==> src/hdl/lmsr_pkg.sv <==
// Shared types, constants and helpers for the LED matrix scroll and refresh block.
// Used by lmsr_ctrl, lmsr_datapath, the top level and the checker.
`default_nettype none

package lmsr_pkg;

  localparam int unsigned MAX_CHIPS_DEF = 8;
  localparam int unsigned NUM_COLS      = 64;

  localparam logic [3:0] OP_D0          = 4'd1;
  localparam logic [3:0] OP_DECODE_SEL  = 4'd9;
  localparam logic [3:0] OP_BRIGHTNESS  = 4'd10;
  localparam logic [3:0] OP_SCAN_LIM    = 4'd11;
  localparam logic [3:0] OP_POWER_DN    = 4'd12;
  localparam logic [3:0] OP_TEST        = 4'd15;

  localparam logic [3:0]  DEV_COUNT_RST  = 4'd8;
  localparam logic [15:0] FRAME_PER_RST  = 16'd40;
  localparam logic [3:0]  BRIGHT_RST     = 4'd1;
  localparam logic [3:0]  BRIGHT_MAX     = 4'd15;
  localparam logic [3:0]  BRIGHT_MIN     = 4'd1;
  localparam logic [15:0] TICK_SAT       = 16'hFFFF;
  localparam logic [7:0]  SCAN_ALL_ROWS  = 8'd7;

  typedef enum logic [1:0] {
    CMD_TICK   = 2'd0,
    CMD_TOGGLE = 2'd1,
    CMD_LEVEL  = 2'd2,
    CMD_INIT   = 2'd3
  } cmd_e;

  typedef enum logic [1:0] {
    CFG_DEVICE_COUNT = 2'd0,
    CFG_FRAME_PERIOD = 2'd1,
    CFG_SCROLL_MODE  = 2'd2,
    CFG_BLINK_MODE   = 2'd3
  } cfg_idx_e;

  typedef enum logic [1:0] {
    SCROLL_NONE  = 2'd0,
    SCROLL_LEFT  = 2'd1,
    SCROLL_RIGHT = 2'd2,
    SCROLL_RSVD  = 2'd3
  } scroll_e;

  typedef enum logic [1:0] {
    BLINK_NONE  = 2'd0,
    BLINK_TOGGLE = 2'd1,
    BLINK_FADE  = 2'd2,
    BLINK_RSVD  = 2'd3
  } blink_e;

  typedef enum logic [3:0] {
    ST_IDLE,
    ST_EXEC,
    ST_INTENS,
    ST_LEVEL,
    ST_TEST,
    ST_SCAN,
    ST_DECODE,
    ST_SHUTDN,
    ST_ROWS
  } state_e;

  typedef enum logic [2:0] {
    WORD_BRIGHT,
    WORD_LEVEL,
    WORD_TEST,
    WORD_SCAN,
    WORD_DECODE,
    WORD_SHUTDOWN,
    WORD_ROW
  } word_e;

  typedef struct packed {
    logic  capture;
    logic  tick_step;
    logic  update;
    logic  toggle;
    logic  row_clr;
    logic  row_inc;
    logic  emit;
    word_e word;
    logic  last;
  } ctrl_cmd_t;

  typedef struct packed {
    cmd_e cmd;
    logic hit;
    logic blink_on;
    logic row_last;
    logic slot_free;
  } ctrl_sts_t;

  function automatic logic [63:0] bcast(input logic [7:0] b, input logic [63:0] mask);
    return {8{b}} & mask;
  endfunction

endpackage

`default_nettype wire

==> src/hdl/led_matrix_scroll_refresh_top.sv <==
// Top level of the LED matrix scroll and refresh block.
// Depends on lmsr_pkg, lmsr_ctrl and lmsr_datapath.
//
//  channel | direction | handshake               | payload
//  in      | input     | in_valid_i / in_ready_o | cmd, pixel_x, pixel_y, level, entering_column
//  out     | output    | out_valid_o/out_ready_i | opcode, chip_data, last
//  cfg     | input     | cfg_we_i                | cfg_index_i, cfg_data_i
//
// One transaction at a time: accept, execute, then the output words in order. Toggle and a
// non-updating tick emit none; an update emits a brightness word if blinking, then the rows.
// Each word waits in the output register while out_ready_i is low.
// Reset clears the 64-column frame, tick counter and brightness (one) at once.
`default_nettype none

module led_matrix_scroll_refresh_top #(
  parameter int unsigned MAX_CHIPS = lmsr_pkg::MAX_CHIPS_DEF
) (
  input  wire logic        clk_i,
  input  wire logic        rst_ni,
  input  wire logic        cfg_we_i,
  input  wire logic [1:0]  cfg_index_i,
  input  wire logic [15:0] cfg_data_i,
  input  wire logic        in_valid_i,
  output logic             in_ready_o,
  input  wire logic [1:0]  cmd_i,
  input  wire logic [5:0]  pixel_x_i,
  input  wire logic [2:0]  pixel_y_i,
  input  wire logic [3:0]  level_i,
  input  wire logic [7:0]  entering_column_i,
  output logic             out_valid_o,
  input  wire logic        out_ready_i,
  output logic [3:0]       opcode_o,
  output logic [63:0]      chip_data_o,
  output logic             last_o
);

  lmsr_pkg::ctrl_cmd_t ctl;
  lmsr_pkg::ctrl_sts_t sts;

  lmsr_ctrl u_ctrl (
    .clk_i      (clk_i),
    .rst_ni     (rst_ni),
    .in_valid_i (in_valid_i),
    .in_ready_o (in_ready_o),
    .sts_i      (sts),
    .cmd_o      (ctl)
  );

  lmsr_datapath #(
    .MAX_CHIPS (MAX_CHIPS)
  ) u_datapath (
    .clk_i             (clk_i),
    .rst_ni            (rst_ni),
    .cfg_we_i          (cfg_we_i),
    .cfg_index_i       (cfg_index_i),
    .cfg_data_i        (cfg_data_i),
    .cmd_i             (cmd_i),
    .pixel_x_i         (pixel_x_i),
    .pixel_y_i         (pixel_y_i),
    .level_i           (level_i),
    .entering_column_i (entering_column_i),
    .ctl_i             (ctl),
    .sts_o             (sts),
    .out_ready_i       (out_ready_i),
    .out_valid_o       (out_valid_o),
    .opcode_o          (opcode_o),
    .chip_data_o       (chip_data_o),
    .last_o            (last_o)
  );

endmodule

`default_nettype wire

==> src/hdl/lmsr_ctrl.sv <==
// Sequencer for the LED matrix scroll and refresh block.
// Depends on lmsr_pkg; drives lmsr_datapath through ctrl_cmd_t and reads ctrl_sts_t.
`default_nettype none

module lmsr_ctrl (
  input  wire logic                clk_i,
  input  wire logic                rst_ni,
  input  wire logic                in_valid_i,
  output logic                     in_ready_o,
  input  wire lmsr_pkg::ctrl_sts_t sts_i,
  output lmsr_pkg::ctrl_cmd_t      cmd_o
);

  lmsr_pkg::state_e state_q, state_d;

  always_ff @(posedge clk_i or negedge rst_ni) begin
    if (!rst_ni) begin
      state_q <= lmsr_pkg::ST_IDLE;
    end else begin
      state_q <= state_d;
    end
  end

  always_comb begin
    state_d    = state_q;
    in_ready_o = 1'b0;
    cmd_o      = '0;
    cmd_o.word = lmsr_pkg::WORD_ROW;
    unique case (state_q)
      lmsr_pkg::ST_IDLE: begin
        in_ready_o = 1'b1;
        if (in_valid_i) begin
          cmd_o.capture = 1'b1;
          state_d       = lmsr_pkg::ST_EXEC;
        end
      end
      lmsr_pkg::ST_EXEC: begin
        unique case (sts_i.cmd)
          lmsr_pkg::CMD_TICK: begin
            cmd_o.tick_step = 1'b1;
            if (sts_i.hit) begin
              cmd_o.update  = 1'b1;
              cmd_o.row_clr = 1'b1;
              state_d = sts_i.blink_on ? lmsr_pkg::ST_INTENS : lmsr_pkg::ST_ROWS;
            end else begin
              state_d = lmsr_pkg::ST_IDLE;
            end
          end
          lmsr_pkg::CMD_TOGGLE: begin
            cmd_o.toggle = 1'b1;
            state_d      = lmsr_pkg::ST_IDLE;
          end
          lmsr_pkg::CMD_LEVEL: begin
            state_d = lmsr_pkg::ST_LEVEL;
          end
          lmsr_pkg::CMD_INIT: begin
            cmd_o.row_clr = 1'b1;
            state_d       = lmsr_pkg::ST_TEST;
          end
          default: state_d = lmsr_pkg::ST_IDLE;
        endcase
      end
      lmsr_pkg::ST_INTENS: begin
        cmd_o.word = lmsr_pkg::WORD_BRIGHT;
        if (sts_i.slot_free) begin
          cmd_o.emit = 1'b1;
          state_d    = lmsr_pkg::ST_ROWS;
        end
      end
      lmsr_pkg::ST_LEVEL: begin
        cmd_o.word = lmsr_pkg::WORD_LEVEL;
        cmd_o.last = 1'b1;
        if (sts_i.slot_free) begin
          cmd_o.emit = 1'b1;
          state_d    = lmsr_pkg::ST_IDLE;
        end
      end
      lmsr_pkg::ST_TEST: begin
        cmd_o.word = lmsr_pkg::WORD_TEST;
        if (sts_i.slot_free) begin
          cmd_o.emit = 1'b1;
          state_d    = lmsr_pkg::ST_SCAN;
        end
      end
      lmsr_pkg::ST_SCAN: begin
        cmd_o.word = lmsr_pkg::WORD_SCAN;
        if (sts_i.slot_free) begin
          cmd_o.emit = 1'b1;
          state_d    = lmsr_pkg::ST_DECODE;
        end
      end
      lmsr_pkg::ST_DECODE: begin
        cmd_o.word = lmsr_pkg::WORD_DECODE;
        if (sts_i.slot_free) begin
          cmd_o.emit = 1'b1;
          state_d    = lmsr_pkg::ST_SHUTDN;
        end
      end
      lmsr_pkg::ST_SHUTDN: begin
        cmd_o.word = lmsr_pkg::WORD_SHUTDOWN;
        if (sts_i.slot_free) begin
          cmd_o.emit = 1'b1;
          state_d    = lmsr_pkg::ST_ROWS;
        end
      end
      lmsr_pkg::ST_ROWS: begin
        cmd_o.word = lmsr_pkg::WORD_ROW;
        cmd_o.last = sts_i.row_last;
        if (sts_i.slot_free) begin
          cmd_o.emit    = 1'b1;
          cmd_o.row_inc = 1'b1;
          if (sts_i.row_last) begin
            state_d = lmsr_pkg::ST_IDLE;
          end
        end
      end
      default: state_d = lmsr_pkg::ST_IDLE;
    endcase
  end

endmodule

`default_nettype wire

==> src/hdl/lmsr_datapath.sv <==
// Datapath: configuration, column frame, tick counter, brightness and output register.
// Depends on lmsr_pkg; controlled by lmsr_ctrl.
`default_nettype none

module lmsr_datapath #(
  parameter int unsigned MAX_CHIPS = lmsr_pkg::MAX_CHIPS_DEF
) (
  input  wire logic                clk_i,
  input  wire logic                rst_ni,
  input  wire logic                cfg_we_i,
  input  wire logic [1:0]          cfg_index_i,
  input  wire logic [15:0]         cfg_data_i,
  input  wire logic [1:0]          cmd_i,
  input  wire logic [5:0]          pixel_x_i,
  input  wire logic [2:0]          pixel_y_i,
  input  wire logic [3:0]          level_i,
  input  wire logic [7:0]          entering_column_i,
  input  wire lmsr_pkg::ctrl_cmd_t ctl_i,
  output lmsr_pkg::ctrl_sts_t      sts_o,
  input  wire logic                out_ready_i,
  output logic                     out_valid_o,
  output logic [3:0]               opcode_o,
  output logic [63:0]              chip_data_o,
  output logic                     last_o
);

  localparam int unsigned NumCols  = lmsr_pkg::NUM_COLS;
  localparam logic [3:0]  ChipsTop = 4'(MAX_CHIPS);

  logic [3:0]  dev_q;
  logic [15:0] period_q;
  logic [1:0]  scroll_q;
  logic [1:0]  blink_q;

  logic [1:0]  cmd_q;
  logic [5:0]  px_q;
  logic [2:0]  py_q;
  logic [3:0]  level_q;
  logic [7:0]  enter_q;

  logic [7:0]  frame_q [NumCols];
  logic [7:0]  frame_d [NumCols];
  logic [15:0] tick_q, tick_d, tick_inc, period_eff;
  logic [3:0]  bright_q, bright_d;
  logic [2:0]  row_q;

  logic [3:0]  chips;
  logic [6:0]  cols;
  logic [63:0] chip_mask;
  logic [63:0] row_bits;
  logic        hit;

  logic        out_valid_q;
  logic [3:0]  opcode_q, opcode_d;
  logic [63:0] data_q, data_d;
  logic        last_q;

  always_ff @(posedge clk_i or negedge rst_ni) begin
    if (!rst_ni) begin
      dev_q    <= lmsr_pkg::DEV_COUNT_RST;
      period_q <= lmsr_pkg::FRAME_PER_RST;
      scroll_q <= lmsr_pkg::SCROLL_LEFT;
      blink_q  <= lmsr_pkg::BLINK_NONE;
    end else if (cfg_we_i) begin
      unique case (lmsr_pkg::cfg_idx_e'(cfg_index_i))
        lmsr_pkg::CFG_DEVICE_COUNT: dev_q    <= cfg_data_i[3:0];
        lmsr_pkg::CFG_FRAME_PERIOD: period_q <= cfg_data_i;
        lmsr_pkg::CFG_SCROLL_MODE:  scroll_q <= cfg_data_i[1:0];
        lmsr_pkg::CFG_BLINK_MODE:   blink_q  <= cfg_data_i[1:0];
        default: ;
      endcase
    end
  end

  always_ff @(posedge clk_i) begin
    if (ctl_i.capture) begin
      cmd_q   <= cmd_i;
      px_q    <= pixel_x_i;
      py_q    <= pixel_y_i;
      level_q <= level_i;
      enter_q <= entering_column_i;
    end
  end

  always_comb begin
    chips = dev_q;
    if (chips == 4'd0) begin
      chips = 4'd1;
    end
    if (chips > ChipsTop) begin
      chips = ChipsTop;
    end
    cols = {chips, 3'b000};
    for (int d = 0; d < 8; d++) begin
      chip_mask[8*d +: 8] = (4'(d) < chips) ? 8'hFF : 8'h00;
    end
  end

  always_comb begin
    tick_inc   = (tick_q == lmsr_pkg::TICK_SAT) ? tick_q : tick_q + 16'd1;
    period_eff = (period_q == 16'd0) ? 16'd1 : period_q;
    hit        = (tick_inc >= period_eff);
    tick_d     = tick_q;
    if (ctl_i.tick_step) begin
      tick_d = hit ? 16'd0 : tick_inc;
    end
  end

  always_comb begin
    bright_d = bright_q;
    if (ctl_i.update) begin
      unique case (lmsr_pkg::blink_e'(blink_q))
        lmsr_pkg::BLINK_TOGGLE:
          bright_d = (bright_q > lmsr_pkg::BRIGHT_MIN) ? lmsr_pkg::BRIGHT_MIN
                                                       : lmsr_pkg::BRIGHT_MAX;
        lmsr_pkg::BLINK_FADE:
          bright_d = (bright_q < lmsr_pkg::BRIGHT_MAX) ? bright_q + 4'd1
                                                       : lmsr_pkg::BRIGHT_MIN;
        default: bright_d = bright_q;
      endcase
    end
  end

  always_comb begin
    for (int i = 0; i < NumCols; i++) begin
      frame_d[i] = frame_q[i];
      if (ctl_i.update) begin
        unique case (lmsr_pkg::scroll_e'(scroll_q))
          lmsr_pkg::SCROLL_LEFT: begin
            if (7'(i) == cols - 7'd1) begin
              frame_d[i] = enter_q;
            end else if (7'(i) < cols - 7'd1) begin
              frame_d[i] = frame_q[(i + 1) % NumCols];
            end
          end
          lmsr_pkg::SCROLL_RIGHT: begin
            if (i == 0) begin
              frame_d[i] = enter_q;
            end else if (7'(i) < cols) begin
              frame_d[i] = frame_q[(i + NumCols - 1) % NumCols];
            end
          end
          default: frame_d[i] = frame_q[i];
        endcase
      end
      if (ctl_i.toggle && (px_q == 6'(i))) begin
        frame_d[i] = frame_q[i] ^ (8'd1 << py_q);
      end
    end
  end

  always_ff @(posedge clk_i or negedge rst_ni) begin
    if (!rst_ni) begin
      for (int i = 0; i < NumCols; i++) begin
        frame_q[i] <= '0;
      end
      tick_q   <= '0;
      bright_q <= lmsr_pkg::BRIGHT_RST;
      row_q    <= '0;
    end else begin
      frame_q  <= frame_d;
      tick_q   <= tick_d;
      bright_q <= bright_d;
      if (ctl_i.row_clr) begin
        row_q <= '0;
      end else if (ctl_i.row_inc) begin
        row_q <= row_q + 3'd1;
      end
    end
  end

  always_comb begin
    for (int c = 0; c < NumCols; c++) begin
      row_bits[c] = frame_q[c][3'd7 - row_q];
    end
  end

  always_comb begin
    opcode_d = lmsr_pkg::OP_D0 + {1'b0, row_q};
    data_d   = row_bits & chip_mask;
    unique case (ctl_i.word)
      lmsr_pkg::WORD_BRIGHT: begin
        opcode_d = lmsr_pkg::OP_BRIGHTNESS;
        data_d   = lmsr_pkg::bcast({4'd0, bright_q}, chip_mask);
      end
      lmsr_pkg::WORD_LEVEL: begin
        opcode_d = lmsr_pkg::OP_BRIGHTNESS;
        data_d   = lmsr_pkg::bcast({4'd0, level_q}, chip_mask);
      end
      lmsr_pkg::WORD_TEST: begin
        opcode_d = lmsr_pkg::OP_TEST;
        data_d   = '0;
      end
      lmsr_pkg::WORD_SCAN: begin
        opcode_d = lmsr_pkg::OP_SCAN_LIM;
        data_d   = lmsr_pkg::bcast(lmsr_pkg::SCAN_ALL_ROWS, chip_mask);
      end
      lmsr_pkg::WORD_DECODE: begin
        opcode_d = lmsr_pkg::OP_DECODE_SEL;
        data_d   = '0;
      end
      lmsr_pkg::WORD_SHUTDOWN: begin
        opcode_d = lmsr_pkg::OP_POWER_DN;
        data_d   = lmsr_pkg::bcast(8'd1, chip_mask);
      end
      lmsr_pkg::WORD_ROW: begin
        opcode_d = lmsr_pkg::OP_D0 + {1'b0, row_q};
        data_d   = row_bits & chip_mask;
      end
      default: ;
    endcase
  end

  always_ff @(posedge clk_i or negedge rst_ni) begin
    if (!rst_ni) begin
      out_valid_q <= 1'b0;
    end else if (ctl_i.emit) begin
      out_valid_q <= 1'b1;
    end else if (out_ready_i) begin
      out_valid_q <= 1'b0;
    end
  end

  always_ff @(posedge clk_i) begin
    if (ctl_i.emit) begin
      opcode_q <= opcode_d;
      data_q   <= data_d;
      last_q   <= ctl_i.last;
    end
  end

  assign sts_o.cmd       = lmsr_pkg::cmd_e'(cmd_q);
  assign sts_o.hit       = hit;
  assign sts_o.blink_on  = (blink_q == lmsr_pkg::BLINK_TOGGLE) ||
                           (blink_q == lmsr_pkg::BLINK_FADE);
  assign sts_o.row_last  = (row_q == 3'd7);
  assign sts_o.slot_free = !out_valid_q || out_ready_i;

  assign out_valid_o = out_valid_q;
  assign opcode_o    = opcode_q;
  assign chip_data_o = data_q;
  assign last_o      = last_q;

endmodule

`default_nettype wire

==> config.mk <==
export PLATFORM = sky130hd
export DESIGN_NAME = led_matrix_scroll_refresh_top
export DESIGN_NICKNAME = d
export VERILOG_FILES = /design/src/hdl/lmsr_pkg.sv /design/src/hdl/led_matrix_scroll_refresh_top.sv /design/src/hdl/lmsr_ctrl.sv /design/src/hdl/lmsr_datapath.sv
export SDC_FILE = /design/constraint.sdc
export NUM_CORES = 2
export LEC_CHECK = 0
export BUFFER_PORTS_ARGS = -buffer_cell sky130_fd_sc_hd__buf_2
export CORE_MARGIN = 5
export CORE_UTILIZATION = 60
export DETAILED_ROUTE_END_ITERATION = 16
export GPL_TIMING_DRIVEN = 1
export PLACE_DENSITY = 0.82
export SLEW_MARGIN = 10
export SYNTH_ARGS = -nofsm -noshare
export SYNTH_HDL_FRONTEND = slang
export SYNTH_SLANG_ARGS = --single-unit
==> constraint.sdc <==
create_clock -name clk_i -period 10.2 [get_ports clk_i]
set_clock_uncertainty 0.1 [all_clocks]
set_input_delay 2.04 -clock clk_i [delete_from_list [all_inputs] [get_ports clk_i]]
set_output_delay 2.04 -clock clk_i [all_outputs]
set_load 0.005 [all_outputs]
* Yosys cells after proc, flatten, opt, wreduce, memory -nomap -nowiden *
Cells that the tools add are included.

operators by class
  $lt $le $gt $ge = 140
  $add $sub $neg = 6
  bitwise logic cells = 67
  reductions and logical operators = 279
  shift-type cells = 1
  mux-type cells = 558
  eq/ne operators = 286

operators by type and width
  kind                  number
  $mux W8               327
  $pmux W8 S2           64
  $xor A8 B8 Y8         64
  $lt A6 B7 Y1 const A  64
  $pmux W64 S5          1
  $ne A4 B1 Y1 const B  64
  $reduce_and A4 Y1     63
  $eq A6 B7 Y1 const A  32
  $lt A5 B7 Y1 const A  32
  $bmux W1 S3           64
  $eq A6 B6 Y1 const B  32
  $reduce_bool A3 Y1    64
  $ne A3 B1 Y1 const B  63
  $reduce_bool A2 Y1    67
  $and A60 B64 Y64      2
  $eq A5 B7 Y1 const A  16
  $lt A4 B7 Y1 const A  16
  $eq A6 B5 Y1 const B  16
  $mux W1               73
  $and A64 B64 Y64      1
  $logic_and A1 B1 Y1   64
  $mux W4               15
  $eq A4 B7 Y1 const A  8
  $lt A3 B7 Y1 const A  8
  other kinds (57)      117

storage, ports and cells
  output and inout port bits = 71
  flip-flop bits (word level) = 656

* Depth between registers and ports, before layout *
  depth after elaboration = 11
  depth in mapped cells = 16
  mapped depth without buffers = 13

* By module *
A second synthesis with hierarchy kept.

second synthesis, totals
  cell total of the unflattened synthesis = 4405
  area total of the unflattened synthesis = 43394.1 µm²

modules (own cells, without submodules)
  module         area each (µm²)  seq. area each (µm²)  cells an instance  times used
  lmsr_datapath  42874.9          16782.3               4337               1
  lmsr_ctrl      519.2            100.1                 68                 1

* Least setup slack after synthesis *
OpenSTA, ideal clock, no wires.

  path kind = input-to-reg
  start = input port out_ready_i
  end = register u_datapath.data_q[0] (netlist: u_datapath.chip_data_o[0]), enable pin
  cell stages on the path = 2
  setup slack = 4613 ps
  data required time = 9604 ps
  arrival time = 4990 ps
  library setup time = 496 ps
  cells stage by stage = nor2b_1 > nor2_1

RTL lines
  item                  RTL line                             source
  from (decl)           led_matrix_scroll_refresh_top.sv:31  input wire logic out_ready_i,
  to (signal assigned)  lmsr_datapath.sv:227                 data_q <= data_d;
  to (decl)             lmsr_datapath.sv:55                  logic [63:0] data_q, data_d;

* Worst setup path after layout *
  start = register u_datapath.tick_q[0]
  end = register u_datapath.frame_q[233] (netlist bit)

between the ends
  word-level cells in the longest chain between the ends = 8
  elaborated cells between the ends (all ways) = 9
  those cells by class = add/sub: 1; order compare: 1; eq/ne: 1; mux: 4; reduce/logical: 2

RTL lines
  item                                                      RTL line              source
  from (decl)                                               lmsr_datapath.sv:43   logic [15:0] tick_q, tick_d, tick_inc, period_eff;
  from (signal assigned)                                    lmsr_datapath.sv:162  tick_q <= tick_d;
  $add A16 B1 Y16 / $eq A16 B16 Y1 (equally long branches)  lmsr_datapath.sv:100  tick_inc = (tick_q == lmsr_pkg::TICK_SAT) ? tick_q : tick_q + 16'd1;
  $mux W16 (*)                                              lmsr_datapath.sv:100
  $ge A16 B16 Y1 (*)                                        lmsr_datapath.sv:102  hit = (tick_inc >= period_eff);
  $mux W1 (*)                                               lmsr_ctrl.sv:41       if (sts_i.hit) begin
  $mux W2 (*)                                               lmsr_ctrl.sv:38       unique case (sts_i.cmd)
  $mux W4 (*)                                               lmsr_ctrl.sv:29       unique case (state_q)
  $reduce_bool A2 Y1 (no line) (*)                          --
  $reduce_and A4 Y1 (no line) (*)                           --
  to (signal assigned)                                      lmsr_datapath.sv:161  frame_q <= frame_d;
  to (decl)                                                 lmsr_datapath.sv:41   logic [7:0] frame_q [NumCols];

Mark *: on every way between the ends. The rest lies on a longest branch, timed or not.
A chain may end at the register's enable or synchronous reset.

==> results_dict.tcl <==
set metrics [dict create \
    path_max_fanout 62 \
    drt-initial-drc-count 6130 \
    ys_seq_elements 656 \
    relSlewSlack_pct 3.09 \
    wl_met3_um 20300 \
    worstPathRequired_ns 10.65 \
    syn_nets 4779 \
    post-place-ws_ns 4.80 \
    wl_um 158000 \
    cts_setup_buffers 0 \
    num_rows 101 \
    ys_warn_count 0 \
    route.top_layer_used "met5" \
    antenna_left 0 \
    cts_tree "done" \
    peakVddDrop_mv 0.170 \
    drv_slew 0 \
    yosysSeqAreaShare_pct 36.5 \
    place_inst 5527 \
    cts.sinks 656 \
    netlist_instances 4697 \
    clockBufferDepth 3 \
    power_density_nw_per_um2 157 \
    portBuffers 116 \
    wl_met1_um 56700 \
    rsz0062_at_grt "no" \
    max_freq_mhz 178 \
    holdBufCountCts 0 \
    grt_remaining_overflow 0 \
    synth_edf_count 92 \
    drtPass1Iterations 9 \
    setup_violations 0 \
    clkLatencyLatePin_ns 0.63 \
    nets 4655 \
    syn_to_final_growth_pct 7.46 \
    globalplace.congestion 0.972 \
    avgSynthCellArea_um2 9.85 \
    path_clk_slew_ns 0.06 \
    synthArstFlopShare_pct 86.0 \
    synth.distinct_cells 86 \
    final_cells 5665 \
    grt.total_usage_pct 36.9 \
    period_share_pct 54.9 \
    fin_ws_ns 4.60 \
    final.setup.tns_ns 0 \
    wl_met2_um 68600 \
    drv_cap 0 \
    io_pins 117 \
    cts_max_level 3 \
    p_leak_nw 19.5 \
    p_total_mw 7.79 \
    hold_path.class "reg2reg" \
    grt_pass1_wl_um 241000 \
    grt_pass1_vias 40200 \
    endpoint_kind "register" \
    synth_top_flop_cell "dfrtp_1" \
    core-area_um2 76200 \
    period_minus_slack_ns 5.60 \
    viasPerCell 7.38 \
    cts_buffers 74 \
    grt_antenna_before_repair 7 \
    tightest_slew_ns 1.45 \
    status "completed" \
    grt_max_degree 174 \
    start_util_pct 60.7 \
    die_x_um 288 \
    hpwl_um 99600 \
    hold_viol 0 \
    synthesis.area_um2 46300 \
    start_kind "register" \
    cts_root_buffer "clkbuf_16" \
    arrival_ns 6.06 \
    drc 0 \
    drive_above_1_share_pct 21.1 \
    dieArea_um2 82700 \
    final_util_pct 65.2 \
    dr_total_vias 41800 \
    cts_resized 0 \
    crit_type "reg2reg" \
    avgRoutedWirePerCell_um 27.9 \
    die_h_um 288 \
]
[report_power, final]
group          internal [mW]  switching (mW)  total, mW  leakage, nW
Sequential              2.92           0.245       3.16         8.70
Combinational          0.669            1.23       1.90         9.66
Clock                   1.59            1.14       2.73         1.18
Total                   5.18            2.61       7.79         19.5
[routing by layer]
metal  global-route usage, %  vias up
li1                        -    17600
met2                    54.8     3168
met5                       0        -
met1                    47.7    20300
met4                    24.0       10
met3                    10.1      780
[cells by family (layout without fill, tap and decap cells)]
| logic type | count (synthesis) | after routing | synth area share [%] |
|---|---|---|---|
| and+or+nand+nor | 1461 | 1461 | 16.0 |
| AOI/OAI and AO/OA | 1351 | 1351 | 21.3 |
| muxes | 766 | 766 | 21.2 |
| DFF | 656 | 656 | 36.5 |
| buffers and inverters | 408 | 341 | 3.62 |
| adders and majority gates | 36 | 36 | 0.974 |
| xor gates and xnor gates | 19 | 19 | 0.360 |
| other | 0 | 5 | 0 |
[final cells by class]
cell class	count	area (um2)
clock inverters	17	166
well taps	1030	1290
repair buffers	173	1090
flip-flops and latches	656	16900
clock buffers	116	2260
multi-input cells	3633	27900
inverters	35	131
fillers	5740	26500
diodes	5	12.5
[metrics by stage]
step	hold slack, ns	cell area, um2
6_report	0.424	49700
5_1_grt	0.437	49700
4_1_cts	0.424	49700
3_5_place_dp	0.400	47300
3_3_place_gp	0.393	47300
2_1_floorplan	0.371	46300
[placed cells by master (no fill, tap or decap), types with 14 or more instances in the layout]
| master | instances |
|---|---|
| a221o_1 | 360 |
| mux4_2 | 128 |
| buf_2 | 115 |
| a311oi_1 | 16 |
| and2_1 | 117 |
| a221oi_1 | 18 |
| nand2_2 | 20 |
| o21ai_0 | 144 |
| nand2b_1 | 325 |
| nor3_1 | 26 |
| mux2i_1 | 200 |
| xnor2_1 | 17 |
| nand2_1 | 479 |
| clkbuf_8 | 14 |
| dfrtp_1 | 556 |
| clkbuf_1 | 23 |
| nor2_1 | 250 |
| nand3_1 | 27 |
| clkbuf_16 | 79 |
| inv_1 | 33 |
| a21boi_2 | 36 |
| a211oi_1 | 18 |
| and3_1 | 56 |
| edfxtp_1 | 92 |
| o211ai_1 | 225 |
| buf_4 | 51 |
| mux2_2 | 438 |
| ha_1 | 35 |
| a21oi_1 | 440 |
| or3_1 | 63 |
[Yosys cell counts, drive strengths merged (4+ instances only)]
cell type / count / area share (%)
or3: 64 / 0.87
nor2b: 11 / 0.15
nor3b: 5 / 0.11
a31oi: 6 / 0.081
o21a: 4 / 0.065
nor4: 10 / 0.17
a211oi: 22 / 0.39
nor3: 38 / 0.48
a221oi: 19 / 0.36
a2111oi: 11 / 0.22
ha: 36 / 0.97
nor4b: 4 / 0.15
nand3b: 9 / 0.15
nand2b: 325 / 4.4
a221o: 360 / 7.8
edfxtp: 92 / 6.0
dfrtp: 559 / 30
dfstp: 5 / 0.28
a22o: 7 / 0.13
a21boi: 47 / 1.1
buf: 81 / 0.97
nand4: 9 / 0.12
mux2i: 200 / 4.3
a311oi: 16 / 0.30
mux2: 438 / 11
o21ai: 148 / 1.6
nand2: 505 / 4.3
and2: 120 / 1.6
o22ai: 4 / 0.054
o221a: 8 / 0.19
nand3: 30 / 0.32
or2: 7 / 0.095
mux4: 128 / 6.2
xnor2: 17 / 0.32
o211ai: 225 / 3.7
a21oi: 440 / 4.8
a21o: 11 / 0.18
and3: 60 / 0.84
nor2: 254 / 2.1
inv: 33 / 0.27
clkbuf: 292 / 2.4
[critical path, stage by stage, from the launching register on]
cell	delay, ns
dfrtp_1	0.45
ha_1	0.31
nand3_1	0.15
nor4_1	0.62
nand2_1	0.35
nand2_1	0.16
ha_1	0.25
a21o_1	0.18
a21o_1	0.19
a2111oi_2	0.61
nand3_4	0.55
buf_4	0.58
a21boi_1	0.65
a221o_1	0.28
[state kept, by name, indices dropped and copies added, names as in the netlist, 4 cells and up]
name and cells:
u_datapath.tick_q 16, u_datapath.enter_q 8, u_datapath.px_q 6, u_datapath.dev_q 4, u_datapath.period_q 16, u_datapath.bright_q 4
u_datapath.level_q 4, u_datapath.chip_data_o 64, u_datapath.frame_q 512, u_datapath.opcode_o 4, u_ctrl.state_q 4
[final timing paths]
check | from | end | slack, ns | cells past startpoint
max | u_datapath.tick_q[0] | u_datapath.frame_q[233] | 4.60 | 13
min | u_datapath.dev_q[0] | u_datapath.dev_q[0] | 0.42 | 1
max reg2reg | u_datapath.tick_q[0] | u_datapath.frame_q[233] | 4.60 | 13
min reg2reg | u_datapath.dev_q[0] | u_datapath.dev_q[0] | 0.42 | 1
max in group asynchronous | rst_ni | u_datapath.frame_q[201] | 6.66 | 3
min in group asynchronous | rst_ni | u_datapath.frame_q[159] | 1.23 | 1
Note: power is estimated with default switching activity, not from simulation.
